--- src/rtl/mi3_pkg.sv ---
// mi3_pkg: shared widths, payload structs and inter-stage structs
// for the 3x3 fixed-point matrix inverse pipeline; no dependencies
package mi3_pkg;

    localparam int FRAC_BITS = 16;
    localparam int IN_W      = 32;
    localparam int PROD_W    = 2 * IN_W;
    localparam int COF_W     = PROD_W + 1;
    localparam int CMAG_W    = PROD_W;
    localparam int DM_W      = 3 * IN_W;
    localparam int DET_W     = DM_W + 1;
    localparam int QB        = IN_W + 1;
    localparam int NUM_W     = CMAG_W + 2 * FRAC_BITS;
    localparam int DC_W      = DM_W + QB - 1;
    localparam int CMP_W     = DM_W + QB + 1;
    localparam int DET_SH    = 3 * FRAC_BITS - 32;
    localparam int SHR       = (DET_SH > 0) ? DET_SH : 0;
    localparam int SHL       = (DET_SH < 0) ? -DET_SH : 0;
    localparam int DQ_W      = DM_W + SHL;
    localparam int DOUT_W    = 64;

    typedef struct packed {
        logic signed [IN_W-1:0] entry_r0c0;
        logic signed [IN_W-1:0] entry_r0c1;
        logic signed [IN_W-1:0] entry_r0c2;
        logic signed [IN_W-1:0] entry_r1c0;
        logic signed [IN_W-1:0] entry_r1c1;
        logic signed [IN_W-1:0] entry_r1c2;
        logic signed [IN_W-1:0] entry_r2c0;
        logic signed [IN_W-1:0] entry_r2c1;
        logic signed [IN_W-1:0] entry_r2c2;
    } t_in;

    typedef struct packed {
        logic signed [IN_W-1:0]   inv_r0c0;
        logic signed [IN_W-1:0]   inv_r0c1;
        logic signed [IN_W-1:0]   inv_r0c2;
        logic signed [IN_W-1:0]   inv_r1c0;
        logic signed [IN_W-1:0]   inv_r1c1;
        logic signed [IN_W-1:0]   inv_r1c2;
        logic signed [IN_W-1:0]   inv_r2c0;
        logic signed [IN_W-1:0]   inv_r2c1;
        logic signed [IN_W-1:0]   inv_r2c2;
        logic signed [DOUT_W-1:0] det_value;
        logic                     singular;
        logic                     overflow;
    } t_out;

    typedef struct packed {
        logic [8:0][COF_W-1:0] adj;
        logic [2:0][IN_W-1:0]  row0;
    } t_cof;

    typedef struct packed {
        logic [8:0][COF_W-1:0] adj;
        logic [DET_W-1:0]      det;
    } t_det;

    typedef struct packed {
        logic [8:0][NUM_W-1:0] rem;
        logic [8:0][QB-1:0]    q;
        logic [8:0]            big;
        logic [8:0]            neg;
        logic [DC_W-1:0]       dcur;
        logic [DM_W-1:0]       dmag;
        logic                  dneg;
        logic                  zero;
    } t_div;

endpackage

--- src/rtl/mi3_sat.sv ---
// mi3_sat: saturation, singular handling and the output register
// depends on mi3_pkg
module mi3_sat (
    input  logic          i_clk,
    input  logic          i_rst_n,
    input  logic          i_en,
    input  logic          i_valid,
    input  mi3_pkg::t_div i_data,
    output logic          o_valid,
    output mi3_pkg::t_out o_data
);
    localparam int W = mi3_pkg::IN_W;
    localparam int D = mi3_pkg::DOUT_W;

    logic [W-1:0]               v [9];
    logic [8:0]                 ov;
    logic [mi3_pkg::DQ_W-1:0]   dq;
    logic [D-1:0]               dv;
    logic                       dov;
    logic [mi3_pkg::QB-1:0]     maxq;
    logic [mi3_pkg::DQ_W-1:0]   maxd;
    logic                       any;
    logic r_v;

    always_comb begin
        maxq = '0;
        for (int k = 0; k < 9; k++) begin
            maxq  = mi3_pkg::QB'({1'b0, {(W-1){1'b1}}}) + mi3_pkg::QB'(i_data.neg[k]);
            ov[k] = i_data.big[k] || (i_data.q[k] > maxq);
            if (ov[k]) begin
                v[k] = i_data.neg[k] ? {1'b1, {(W-1){1'b0}}} : {1'b0, {(W-1){1'b1}}};
            end else begin
                v[k] = i_data.neg[k] ? W'(-i_data.q[k]) : W'(i_data.q[k]);
            end
        end
        dq   = (mi3_pkg::DQ_W'(i_data.dmag) << mi3_pkg::SHL) >> mi3_pkg::SHR;
        maxd = mi3_pkg::DQ_W'({1'b0, {(D-1){1'b1}}}) + mi3_pkg::DQ_W'(i_data.dneg);
        dov  = dq > maxd;
        if (dov) begin
            dv = i_data.dneg ? {1'b1, {(D-1){1'b0}}} : {1'b0, {(D-1){1'b1}}};
        end else begin
            dv = i_data.dneg ? D'(-dq) : D'(dq);
        end
        any = (|ov) || dov;
    end

    always_ff @(posedge i_clk) begin
        if (!i_rst_n) begin
            r_v <= 1'b0;
        end else if (i_en) begin
            r_v <= i_valid;
        end
    end

    always_ff @(posedge i_clk) begin
        if (i_en) begin
            if (i_data.zero) begin
                o_data.inv_r0c0  <= '0;
                o_data.inv_r0c1  <= '0;
                o_data.inv_r0c2  <= '0;
                o_data.inv_r1c0  <= '0;
                o_data.inv_r1c1  <= '0;
                o_data.inv_r1c2  <= '0;
                o_data.inv_r2c0  <= '0;
                o_data.inv_r2c1  <= '0;
                o_data.inv_r2c2  <= '0;
                o_data.det_value <= '0;
                o_data.singular  <= 1'b1;
                o_data.overflow  <= 1'b0;
            end else begin
                o_data.inv_r0c0  <= v[0];
                o_data.inv_r0c1  <= v[1];
                o_data.inv_r0c2  <= v[2];
                o_data.inv_r1c0  <= v[3];
                o_data.inv_r1c1  <= v[4];
                o_data.inv_r1c2  <= v[5];
                o_data.inv_r2c0  <= v[6];
                o_data.inv_r2c1  <= v[7];
                o_data.inv_r2c2  <= v[8];
                o_data.det_value <= dv;
                o_data.singular  <= 1'b0;
                o_data.overflow  <= any;
            end
        end
    end

    assign o_valid = r_v;
endmodule

--- config.mk ---
export PLATFORM = sky130hd
export DESIGN_NAME = mi3_sat
export DESIGN_NICKNAME = d
export VERILOG_FILES = /design/src/rtl/mi3_pkg.sv /design/src/rtl/mi3_sat.sv
export SDC_FILE = /design/constraint.sdc
export NUM_CORES = 1
export LEC_CHECK = 0
export BUFFER_PORTS_ARGS = -buffer_cell sky130_fd_sc_hd__clkbuf_2
export CAP_MARGIN = 20
export CORE_AREA = 2 2 683 685
export CTS_CLUSTER_SIZE = 16
export DETAILED_ROUTE_END_ITERATION = 12
export DIE_AREA = 0 0 685 687
export PLACE_DENSITY_LB_ADDON = 0.05
export SYNTH_ARGS = -nofsm -noshare
export SYNTH_HDL_FRONTEND = slang
export SYNTH_SLANG_ARGS = --single-unit
--- constraint.sdc ---
create_clock -name i_clk -period 10.8 [get_ports i_clk]
set_input_delay 1.08 -clock i_clk [delete_from_list [all_inputs] [get_ports i_clk]]
set_output_delay 1.08 -clock i_clk [all_outputs]
set_load 0.01 [all_outputs]
---- Yosys cells after proc, flatten, opt, wreduce, memory -nomap -nowiden ----
Index checks and enable logic that the tools add are counted.
operators by class
  add/sub/neg operators ................... 20
  magnitude comparators ................... 10
  mux-type cells .......................... 31
  reductions and logical operators ........ 11
operators with widths
  kind                                                             count
  32-bit two-way mux                                               27
  33-bit by 32-bit > comparator with 1-bit output                  9
  31-bit by 1-bit adder with 32-bit output (first input constant)  9
  32-bit negation                                                  9
  64-bit two-way mux                                               3
  80-bit by 64-bit > comparator with 1-bit output                  1
  63-bit by 1-bit adder with 64-bit output (first input constant)  1
  64-bit negation                                                  1
  1-bit logical OR                                                 10
  9-bit OR reduction                                               1
  2-bit two-way mux                                                1
word-level totals
  flip-flop bits (word level) ............. 355
  input bits .............................. 1409
  output and inout port bits .............. 355
  word-level logic and storage cells ...... 85

---- Logic depth before layout (Yosys ltp) ----
Gate-level depths: netlist of run 1.
  word-level depth ........................ 6
  gate-level depth with buffers ........... 15
  mapped depth without buffers ............ 10

---- Worst setup path after synthesis of run 1 ----
OpenSTA, ideal clock, no wires.
  path type ............................... input to register
  start ................................... input port i_data[442] (netlist name)
  end ..................................... register o_data[160] (netlist name), data pin
  setup time .............................. 269 ps
  arrival ................................. 4134 ps
  data required time ...................... 10531 ps
  path slack .............................. 6397 ps
  stages on the path ...................... 11
  path buffers ............................ 1
  cells stage by stage .................... inv_1 > ha_1 > or3b_4 > or4b_4 > or4_4 > buf_6 > or3_4 > or3_1 > or3_1 > a211oi_1 > a211oi_1
between the ends
  cells in the longest elaborated chain, start to end .. 3
  elaborated cells on any way between the ends .. 5
  those cells by class .................... 1 x add/sub; 1 x order compare; 2 x mux; 1 x reduce/logical
ends and longest elaborated chain
  item                                                                                RTL line                      source
  from (decl)                                                                         mi3_sat.sv:8                  input mi3_pkg::t_div i_data,
  32-bit negation or 33-bit by 32-bit > comparator with 1-bit output (tied branches)  mi3_sat.sv:33, mi3_sat.sv:29
  32-bit two-way mux or 1-bit logical OR (tied branches)                              mi3_sat.sv:33, mi3_sat.sv:29
  32-bit two-way mux *                                                                mi3_sat.sv:30                 if (ov[k]) begin
  to (decl)                                                                           mi3_sat.sv:10                 output mi3_pkg::t_out o_data
Mark *: on every way between the ends. The rest lies on a longest branch, timed or not.
A chain may end at the register's enable or synchronous reset.

---- Worst setup path after layout of run 1 ----
  start ................................... input port i_data[232] (netlist name)
  end ..................................... register o_data[154] (netlist name), data pin
between the ends
  cells in the longest elaborated chain, start to end .. 4
  elaborated cells on any way between the ends .. 6
  those cells by class .................... 1 x add/sub; 1 x order compare; 3 x mux; 1 x reduce/logical
ends and longest elaborated chain
  item                                             RTL line       source
  31-bit by 1-bit adder with 32-bit output         mi3_sat.sv:28  maxq = mi3_pkg::QB'({1'b0, {(W-1){1'b1}}}) + mi3_pkg::QB'(i_data.neg[k]);
  33-bit by 32-bit > comparator with 1-bit output  mi3_sat.sv:29  ov[k] = i_data.big[k] || (i_data.q[k] > maxq);
  1-bit logical OR                                 mi3_sat.sv:29
  32-bit two-way mux *                             mi3_sat.sv:30
Marks and branches as above.

==> impl_metrics.toml, run 1 <==
[cells_and_area]
nFillCells = 53600
fin_area_um2 = 45600
final_nets = 6088
area_growth_pct = 45.2
drive_gt1_frac = 0.259

[setup_path]
criticalPathCategory = "primary input to register"
start_kind = "primary input"
end_kind = "register"
required_ns = 11.38
worstPathArrival_ns = 6.16
critPathMaxFanout = 53

[global_routing]
track_usage = 0.102
grt_first_pass_wirelength_mm = 326
grt_pass1_vias = 33200
antenna_found_initial = 108
grt_max_degree = 102
gr-total-overflow = 0

[routing]
wl_met2_mm = 111
avgRoutedWirePerCell_um = 23.4
wl_met1_mm = 108
ant_nets = 0
routed-via-count = 32300
initialDrtViolationCount = 1679
via_per_inst = 3.05
drc = 0
wl_mm = 247
dr.pass1.iters = 5
wl_met3_mm = 24.2
top_layer = "met5"

[clock_network]
cts_made_buffers = 78
cts_tree = "yes"
clkSinkCount = 355
insertion_delay_ns = 0.77
cts_hold_buf = 0
clk_pin_slew_ns = 0.05
h-tree-depth = 3
cts_buffer_depth = 4
cts-root-buf = "clkbuf_16"
ctsResizeCount = 0
postCtsSetupBuffers = 0

[timing]
slew_headroom = 0.273
finalCritPeriodShare = 0.517
fmax_mhz = 179
min_period_ns = 5.58
worstMarginPinSlew_ns = 1.09
fin_tns_setup_ns = 0
setup_viol = 0
rsz0062_at_grt = "no"
hold_viol_final = 0
drv_slew = 0
finalClockSkew_ns = 0

[place]
gp_congestion = 0.692
port_buffers = 755
dp_hpwl_mm = 197
dpl-instance-area_um2 = 43100

[floorplanning]
die_w_um = 685
start_util = 0.0679
dieHeight_um = 687
rows = 250
core_area_um2 = 463000
dieArea_um2 = 471000
ioPinCount = 1764

[synthesis]
synth_top_area_cell = "edfxtp_1"
synth_edf_count = 354
yosysSeqAreaShare = 0.339
synth_commonest_cells = "a21oi_1 (365), ha_1 (362), edfxtp_1 (354)"
mappedNetlistArea_um2 = 31400
netlist_instances = 3588
synthArstFlopShare = 0
synth_seq_cells = 355
synthMostInstantiatedCell = "a21oi_1"
synth_flop_cell = "edfxtp_1"
synth.area.top_cells = "edfxtp_1 (34%), ha_1 (14%), a21oi_1 (5.8%)"
syn-num-nets = 5359
ys_types = 85
yosys.area.top_type_share = 0.338
synth_warnings = 0
syn_area_per_cell_um2 = 8.75

[pwr]
p_leak_nw = 15.6
power.density_nw_per_um2 = 122
ir_drop_uv = 90.1

[run_status]
status = "finished clean"

[job]
cap_violations = 0

[worst_hold_path]
hold_path.class = "register to register"
-- cell families after synthesis --
kind of cell             share of synthesized area
flip-flops                                   0.339
XOR/XNOR                                   0.00279
multiplexers                                0.0408
adder cells (fa/ha/maj)                      0.144
AO/OA/AOI/OAI                                0.209
buffers and inverters                       0.0309
AND/OR/NAND/NOR                              0.233
-- area by class of cell --
| class | count | area, µm² | area share |
|---|---|---|---|
| multi-input cells | 2985 | 20000 | 0.438 |
| flip-flops and latches | 355 | 10700 | 0.234 |
| well taps | 6174 | 7720 | 0.169 |
| repair buffers | 840 | 4500 | 0.0986 |
| clock buffers | 89 | 2010 | 0.0442 |
| clock inverters | 41 | 452 | 0.00991 |
| inverters | 57 | 216 | 0.00475 |
| diodes | 26 | 65.1 | 0.00143 |
-- worst paths after layout --
check / from / end / slack (ns) / cells past startpoint
setup / recovery: i_data[232] / o_data[154]$_SDFFCE_PP0P_ / 5.22 / 12
hold / removal: o_valid$_SDFFE_PN0P_ / o_valid$_SDFFE_PN0P_ / 0.52 / 2
setup reg to reg: o_valid$_SDFFE_PN0P_ / o_valid$_SDFFE_PN0P_ / 10.21 / 2
hold reg to reg: o_valid$_SDFFE_PN0P_ / o_valid$_SDFFE_PN0P_ / 0.52 / 2
-- critical path, stage by stage --
cell and delay, ns:
clkbuf_2 0.07, buf_4 0.49, inv_1 0.36, buf_4 0.30, ha_1 0.32, nand4b_1 0.23
nor4_1 0.81, nand4_1 0.30, o221ai_1 0.26, o31a_1 0.72, nand2_2 0.70, a31oi_1 0.45
-- state kept, by name (all words and copies together), names as in the netlist --
signal   count
o_data     354
o_valid      1
-- cell usage in the layout (no fill, tap or decap), types with 58 or more instances in the layout --
master and instances:
clkbuf_16 79, a21o_1 63, o21ai_0 325, clkbuf_2 752, nor4_1 71, nand3_1 58
buf_4 82, a31oi_1 126, nand2_1 300, ha_1 362, edfxtp_1 354, a21oi_1 363
or3_1 116, or2_2 59, nor2_1 297, mux2i_1 65, nand4_1 66, nor3_1 153
-- through the flow --
step | total power [mW] | setup slack [ns] | hold WS [ns] | cells | util
2_1_floorplan | 2.23 | 6.40 | 0.538 | 3588 | -
3_3_place_gp | 3.10 | 4.19 | 0.510 | 10400 | 0.0930
3_5_place_dp | 3.09 | 4.13 | 0.520 | 10400 | 0.0931
4_1_cts | 5.85 | 5.04 | 0.400 | 10500 | 0.0984
5_1_grt | 5.97 | 4.96 | 0.471 | 10500 | 0.0984
6_report | 5.57 | 5.22 | 0.519 | 10600 | 0.0985
-- layer usage --
layer,vias up,GRT usage
met3,286,0.0453
li1,15500,-
met2,828,0.164
met5,-,0
met1,15600,0.127
met4,70,0.0183
-- report_power, final --
| group | total [mW] | internal [mW] | switching [mW] |
|---|---|---|---|
| clock network | 2.57 | 1.56 | 1.01 |
| logic | 1.28 | 0.374 | 0.905 |
| registers | 1.72 | 1.66 | 0.0580 |
| total | 5.57 | 3.59 | 1.97 |
Power figures use the tool's default switching activity.
==> run 2, diff against run 1 <==
Clock period 10.8 ns to 5.22 ns, I/O delays scaled along.
==> run 2 against run 1 <==
Core utilization up 0.13 points; sequential cell count unchanged; first-iteration DRC count down 3.4%; cell area up 1.4%; register-to-register slack worse by 6.1 ns; count of clock-buffer cells in the layout up 2; via count up 1.3%; clock skew unchanged; global-route usage about the same; sequential share of layout area down 0.31 points; critical endpoint is now o_data[123]$_SDFFCE_PP0P_.
==> impl_metrics.toml, run 2 (same netlist as run 1, synthesis figures left out) <==
[global_routing]
grt_max_degree = 135
track_usage = 0.102
grt_first_pass_wirelength_mm = 325
antenna_found_initial = 114
grt_pass1_vias = 33200
gr-total-overflow = 0

[timing]
setup_viol = 0
rsz0062_at_grt = "no"
min_period_ns = 3.99
drv_slew = 0
finalClockSkew_ns = 0
fmax_mhz = 251
worstMarginPinSlew_ns = 1.29
slew_headroom = 0.140
hold_viol_final = 0
finalCritPeriodShare = 0.765
fin_tns_setup_ns = 0
whs_ns = 0.150

[setup_path]
crit_end = "o_data[123]$_SDFFCE_PP0P_"
end_kind = "register"
start_kind = "primary input"
rr_endpoint = "o_valid$_SDFFE_PN0P_"
crit_start = "i_data[233]"
rrSetupSlack_ns = 4.08
worstPathArrival_ns = 4.48
reg2regPathDepth = 3
required_ns = 5.71
r2r-start = "o_valid$_SDFFE_PN0P_"
critPathMaxFanout = 18
criticalPathCategory = "primary input to register"

[pwr]
ir_drop_uv = 214
p_leak_nw = 16.0
power.total_mw = 11.4
power.density_nw_per_um2 = 247

[cells_and_area]
largest_reg_flops = 354
area_growth_pct = 47.1
nFillCells = 53600
top_register = "o_data"
layout_common_cells = "clkbuf_2 (752), a21oi_1 (363), ha_1 (362)"
final_common_cell = "clkbuf_2"
drive_gt1_frac = 0.270
final_nets = 6169

[clock_network]
cts_made_buffers = 77
ctsResizeCount = 0
h-tree-depth = 3
cts-root-buf = "clkbuf_16"
clkSinkCount = 355
cts_hold_buf = 2
cts_buffer_depth = 4
postCtsSetupBuffers = 0
clk_pin_slew_ns = 0.06
insertion_delay_ns = 0.80
cts_tree = "yes"

[worst_hold_path]
hold_depth = 3
hold_path.class = "primary input to register"

[routing]
dr.pass1.iters = 5
wl_mm = 247
routed-via-count = 32700
initialDrtViolationCount = 1622
ant_nets = 0
via_per_inst = 3.07
avgRoutedWirePerCell_um = 23.2
drc = 0

[floorplanning]
dieHeight_um = 687
dieArea_um2 = 471000
die_w_um = 685
start_util = 0.0679
ioPinCount = 1764
rows = 250
core_area_um2 = 463000

[place]
port_buffers = 755
gp_congestion = 0.701
dp_hpwl_mm = 200

[job]
cap_violations = 0

[run_status]
status = "finished clean"
[run 2: changes by cell type in the layout (fill, tap and decap cells not counted), sizes merged, moves of 2 or more]
cell / before / now
buf: 88 / 168
diode: 26 / 34
bufinv: 10 / 8
clkbuf: 841 / 843
dlygate4sd3: 0 / 2
[run 2: per-stage QoR]
stage / worst slack (ns) / cell area [µm²] / cells / util
6_report: 1.23 / 46200 / 10700 / 0.0999
5_1_grt: 0.901 / 46100 / 10600 / 0.0997
4_1_cts: 1.09 / 46100 / 10600 / 0.0997
3_5_place_dp: 0.197 / 43700 / 10500 / 0.0944
3_3_place_gp: 0.179 / 43700 / 10500 / 0.0944
2_1_floorplan: 1.38 / 31400 / 3588 / -
[run 2: worst min path at each step]
stage               slack [ns]                        end                 start
finish                    0.15  o_data[161]$_SDFFCE_PP0P_           i_data[473]
floorplan                 0.54       o_valid$_SDFFE_PN0P_  o_valid$_SDFFE_PN0P_
CTS                       0.04  o_data[131]$_SDFFCE_PP0P_           i_data[443]
global route              0.11  o_data[131]$_SDFFCE_PP0P_           i_data[443]
detailed placement        0.52       o_valid$_SDFFE_PN0P_  o_valid$_SDFFE_PN0P_
global placement          0.51       o_valid$_SDFFE_PN0P_  o_valid$_SDFFE_PN0P_
[run 2: metal layers]
layer,share of wire,wire [µm],global-route usage,up-vias
li1,-,-,-,15600
met1,0.43,107000,0.124,15900
met2,0.45,112000,0.165,806
met3,0.095,23500,0.0445,268
met4,0.019,4750,0.0193,72
met5,0.0018,435,0,-
[run 2: worst max-delay path, cell delays in order]
cell	delay [ns]
clkbuf_2	0.33
buf_4	0.33
ha_1	0.31
nand4_1	0.13
nor4_1	0.52
nand4_1	0.21
o21ai_0	0.19
a2111o_1	0.34
nand2_1	0.50
nor2_1	0.86
nor4_1	0.21
[run 2: cell type report]
type | count | area, µm² | share of cell area
timing repair buffer | 922 | 5260 | 0.114
antenna | 34 | 85.1 | 0.00184
multi-input combinational | 2985 | 19900 | 0.430
inverter | 57 | 216 | 0.00468
clock inverter | 38 | 408 | 0.00883
clock buffer | 91 | 2000 | 0.0433
sequential | 355 | 10700 | 0.230
tap | 6174 | 7720 | 0.167
[run 2: report_power, final]
part           internal (mW)  leakage (nW)  total [mW]  switching (mW)
clock                   3.10          1.17        5.19            2.09
sequential              3.43          3.42        3.55           0.115
combinational          0.819          11.4        2.69            1.87
